--- src/rtl/set_assoc_cache_tag_policy_top_macros.svh ---
`ifndef SET_ASSOC_CACHE_TAG_POLICY_TOP_MACROS_SVH
`define SET_ASSOC_CACHE_TAG_POLICY_TOP_MACROS_SVH

// same-cycle implication, checked outside reset
`define SACTP_IMPL(lbl, ante, cons) \
	lbl: assert property (@(posedge clk) disable iff (!arst_n) (ante) |-> (cons)) \
		else $error("sactp check failed");

// next-cycle implication, checked outside reset
`define SACTP_NEXT(lbl, ante, cons) \
	lbl: assert property (@(posedge clk) disable iff (!arst_n) (ante) |=> (cons)) \
		else $error("sactp check failed");

`endif

--- src/rtl/sactp_pkg.sv ---
`default_nettype none
package sactp_pkg;
	localparam int MAX_SETS   = 256;
	localparam int MAX_WAYS   = 8;
	localparam int SET_W      = 8;
	localparam int WAY_W      = 3;
	localparam int TAG_W      = 30;
	localparam int STAMP_W    = 32;
	localparam int TOTAL_W    = 40;
	localparam int CLR_W      = SET_W + 1;

	localparam logic [6:0]  STORE_COST = 7'd100;
	localparam logic [6:0]  BASE_COST  = 7'd1;
	localparam logic [15:0] LFSR_MASK  = 16'hB400;
	localparam logic [15:0] LFSR_SEED  = 16'h0001;

	localparam logic [2:0] CFG_SET_BITS  = 3'd0;
	localparam logic [2:0] CFG_OFF_BITS  = 3'd1;
	localparam logic [2:0] CFG_WAYS      = 3'd2;
	localparam logic [2:0] CFG_WR_THRU   = 3'd3;
	localparam logic [2:0] CFG_WR_ALLOC  = 3'd4;
	localparam logic [2:0] CFG_REPL_MODE = 3'd5;

	localparam logic [1:0] REPL_LRU  = 2'd0;
	localparam logic [1:0] REPL_FIFO = 2'd1;

	typedef enum logic [1:0] {
		ST_CLEAR,
		ST_IDLE,
		ST_EVAL,
		ST_WRITE
	} state_t;

	typedef struct packed {
		logic clr_we;
		logic accept;
		logic eval;
		logic commit;
	} ctrl_cmd_t;

	typedef struct packed {
		logic clr_done;
		logic out_blocked;
	} dp_sts_t;
endpackage
`default_nettype wire

--- src/rtl/sactp_ctrl.sv ---
`default_nettype none
`include "set_assoc_cache_tag_policy_top_macros.svh"
module sactp_ctrl import sactp_pkg::*; (
	input  wire logic    clk,
	input  wire logic    arst_n,
	input  wire logic    in_valid,
	output logic         in_stall,
	input  wire dp_sts_t sts,
	output ctrl_cmd_t    cmd
);
	state_t state_q, state_d;

	always_ff @(posedge clk or negedge arst_n) begin
		if (!arst_n) begin
			state_q <= ST_CLEAR;
		end else begin
			state_q <= state_d;
		end
	end

	always_comb begin
		state_d  = state_q;
		cmd      = '0;
		in_stall = 1'b1;
		case (state_q)
			ST_CLEAR: begin
				cmd.clr_we = !sts.clr_done;
				if (sts.clr_done)
					state_d = ST_IDLE;
			end
			ST_IDLE: begin
				in_stall   = 1'b0;
				cmd.accept = in_valid;
				if (in_valid)
					state_d = ST_EVAL;
			end
			ST_EVAL: begin
				cmd.eval = 1'b1;
				state_d  = ST_WRITE;
			end
			ST_WRITE: begin
				cmd.commit = !sts.out_blocked;
				if (!sts.out_blocked)
					state_d = ST_IDLE;
			end
			default: state_d = ST_CLEAR;
		endcase
	end

	`SACTP_NEXT(a_accept_to_eval, cmd.accept, state_q == ST_EVAL)
	`SACTP_NEXT(a_eval_to_write, state_q == ST_EVAL, state_q == ST_WRITE)
	`SACTP_IMPL(a_commit_has_room, cmd.commit, !sts.out_blocked)
	`SACTP_IMPL(a_no_accept_in_clear, cmd.clr_we, !cmd.accept && !cmd.commit)
endmodule
`default_nettype wire

--- config.mk ---
export PLATFORM = sky130hd
export DESIGN_NAME = sactp_ctrl
export DESIGN_NICKNAME = d
export VERILOG_FILES = /design/src/rtl/sactp_pkg.sv /design/src/rtl/sactp_ctrl.sv
export VERILOG_INCLUDE_DIRS = /design/src /design/src/rtl
export SDC_FILE = /design/constraint.sdc
export NUM_CORES = 1
export LEC_CHECK = 0
export BUFFER_PORTS_ARGS = -buffer_cell sky130_fd_sc_hd__buf_2
export CAP_MARGIN = 25
export CORE_AREA = 2 2 39 41
export DETAILED_ROUTE_END_ITERATION = 16
export DIE_AREA = 0 0 41 43
export PLACE_DENSITY = 0.35
export SETUP_SLACK_MARGIN = 0.3
export SYNTH_ARGS = -nofsm -noshare
export SYNTH_HDL_FRONTEND = slang
export SYNTH_SLANG_ARGS = --single-unit
--- constraint.sdc ---
create_clock -name clk -period 1.7 [get_ports clk]
set_input_delay 0 -clock clk [delete_from_list [all_inputs] [get_ports clk]]
set_output_delay 0 -clock clk [all_outputs]
set_load 0.005 [all_outputs]
==> qor.txt <==
DRC Markers: 0
Switching pwr: 0.1821 mW
Share of layout cells above drive strength 1: 68.75%
Die area: 0.001763 sq mm
Area of the core: 0.001384 sq mm
Synth top area share: 28.57%
Post-Syn Nets: 25
Max-slew headroom: 91.42%
I/O pin count: 10
Clock share of power: 19.6%
Yosys reg bits: 2
Initial antenna violation count: 0
Clk root buf: clkbuf_4
Clk pin slew, worst setup/hold paths: 0.03 ns
Post-route ant nets: 0
Most common cell after layout, fill and taps aside: buf_2
Slowest-stage cell, CP: dfrtp_1
Sequential power share: 18.6%
Static leakage: 0.1668 nW
Clock sink total: 2
Nets: 43
Syn avg cell area: 10.95 sq um
Total gr overflow: 0
Via count: 162
Synthesized cell area: 175.2 sq um
Biggest register: state_q
Hold Vio Cnt, Final: 0
Vias per cell: 3.375
Cells after Synth: 16
Worst-path maximum fanout: 3
Sw Ratio: 34.25%
Fin Setup TNS: 0 ns
First-pass GRT wire length: 655 um
Ys Warns: 0
DRT iter0 DRCs: 3
Nature of the critical path endpoint: flip-flop
Total GRT Usage: 5.723%
Synth area leader: dfrtp_1
Final min period: 1.462 ns
GPL Wtd Cong: 0.6519
Hpwl dp: 265.9 um
Worst-Skew Late Latency: 0.22 ns
FP Rows: 14
Final period utilization: 85.99%
Sequential share of the synthesized area: 28.57%
Max Root-Sink Buffers: 2
DRT Pass-1 Iters: 2
Horiz. Die Dim: 41 um
MaxCap Viol Count: 0
Max Transition Viols Final: 0
Worst EP arrival: 1.56 ns
Cell Pwr Density: 1714 mW/mm^2
Top Registers: state_q (2)
Crit path max-delay family: flip-flops
CP startpoint kind: flip-flop
Inserted Clock Buffers: 3
Internal power: 0.3496 mW
Largest net degree at the start of global routing: 4
Crit path required time: 1.80 ns
HP Class: in2async
H-tree depth: 1
VDD IR max: 662.5 uV
Most frequent cells in the layout: 9 x buf_2, 3 x clkbuf_4, 3 x buf_4
Outcome: completed
Final Setup Violations: 0
CP Cell Sequence: inv_2 -> ha_4 -> nor2b_4 -> a221o_2 -> mux2_4
CTS tree: yes
Vias in the first global route: 166
Worst-margin pin slew: 0.1250 ns
Worst Clk Skew: 0.001886 ns
Kind of critical path: reg2reg
Area Growth Syn to Fin: 77.14%
Number of flip-flops in the largest register: 2
RSZ-0062 raised after global routing: yes
Unique masters post-synth: 9
CP bufs+invs: 1
Starting Density: 12.66%
WL/cell: 8.208 um
DRT Wirelength: 394 um
Die height: 43 um
Max stage delay on crit path: 0.39 ns
Core utilization of the finished layout: 22.42%
Port Buffers: 9
Logic gate share of total power: 61.8%
N_diodes: 0
Top cells by area, synth: dfrtp_1 29%, ha_1 29%, inv_1 8.6%
Fmax: 684.0 MHz
-- power groups by stage --
stage | clock network [mW] | registers (mW) | logic (mW)
CTS | 0.111 | 0.0980 | 0.294
global placement | 0 | 0.0996 | 0.250
detailed placement | 0 | 0.0989 | 0.252
finish | 0.104 | 0.0990 | 0.329
global route | 0.116 | 0.104 | 0.380
floorplan | 0 | 0.0937 | 0.180
-- cell type report --
cell class | count | area (sq um)
Tap cell | 16 | 20.02
Multi-Input combinational cell | 10 | 125.1
Clock buffer | 3 | 22.52
Fill cell | 153 | 1074
Inverter | 4 | 15.01
Timing Repair Buffer | 13 | 77.57
Sequential cell | 2 | 50.05
-- logic make-up after synthesis --
group	after synthesis	synth area share, %
flip-flops	2	28.57
multiplexers	2	14.28
AND/OR/NAND/NOR	3	13.57
buffers and inverters	4	8.569
adder cells (fa/ha/maj)	4	28.57
AO/OA/AOI/OAI	1	6.428
-- worst reg2reg max path, delay by kind of cell (launching register included) --
family / cells / cell delay, ns
buffers and inverters: 1 / 0.07
muxes: 1 / 0.30
adders and majority gates: 1 / 0.15
AOI/OAI and AO/OA: 1 / 0.32
DFF: 1 / 0.39
and+or+nand+nor: 1 / 0.11
-- metrics by stage --
stage / setup slack, ns / hold slack (ns) / std cells / instance area, sq um / total power, mW
after floorplan: 0.2676 / -0.2956 / 16 / 177.7 / 0.2734
after global placement: 0.2008 / -0.2094 / 41 / 242.7 / 0.3496
after detailed placement: 0.2066 / -0.2110 / 41 / 242.7 / 0.3505
after CTS: 0.2274 / 0.08287 / 47 / 292.8 / 0.5035
after global routing: 0.1860 / 0.09854 / 48 / 310.3 / 0.5994
final: 0.2381 / 0.09074 / 48 / 310.3 / 0.5317
-- metal layers --
metal | vias up | part of all wire, % | global-route usage, %
met5 | - | 0 | 0
met4 | 0 | 0 | 2.000
met3 | 0 | 12 | 4.712
met2 | 10 | 37 | 6.875
met1 | 69 | 51 | 7.395
li1 | 83 | - | -
-- path summary, 6_finish.rpt --
path,from,end,slack [ns],cells past startpoint
worst min-delay path,arst_n,state_q[1],0.09,2
min in group clk,sts[0],state_q[1],0.22,3
worst min register to register,state_q[1],state_q[1],0.67,2
worst max-delay path,state_q[0],state_q[1],0.24,5
max in group asynchronous,arst_n,state_q[0],1.51,2
worst max register to register,state_q[0],state_q[1],0.24,5
-- synth_stat cells, drive strengths merged --
| cell | number |
|---|---|
| nor2 | 1 |
| ha | 4 |
| mux2 | 1 |
| mux2i | 1 |
| a221o | 1 |
| dfrtp | 2 |
| nor2b | 2 |
| inv | 4 |
-- what timing repair did --
item	4_1_cts	5_1_grt
pin swaps	1	0
hold endpoints to repair	2	0
endpoints found under the setup margin	1	1
resized for setup	2	1
buffers inserted	2	1
hold buffers	1	0
Power figures use the tool's default switching activity.
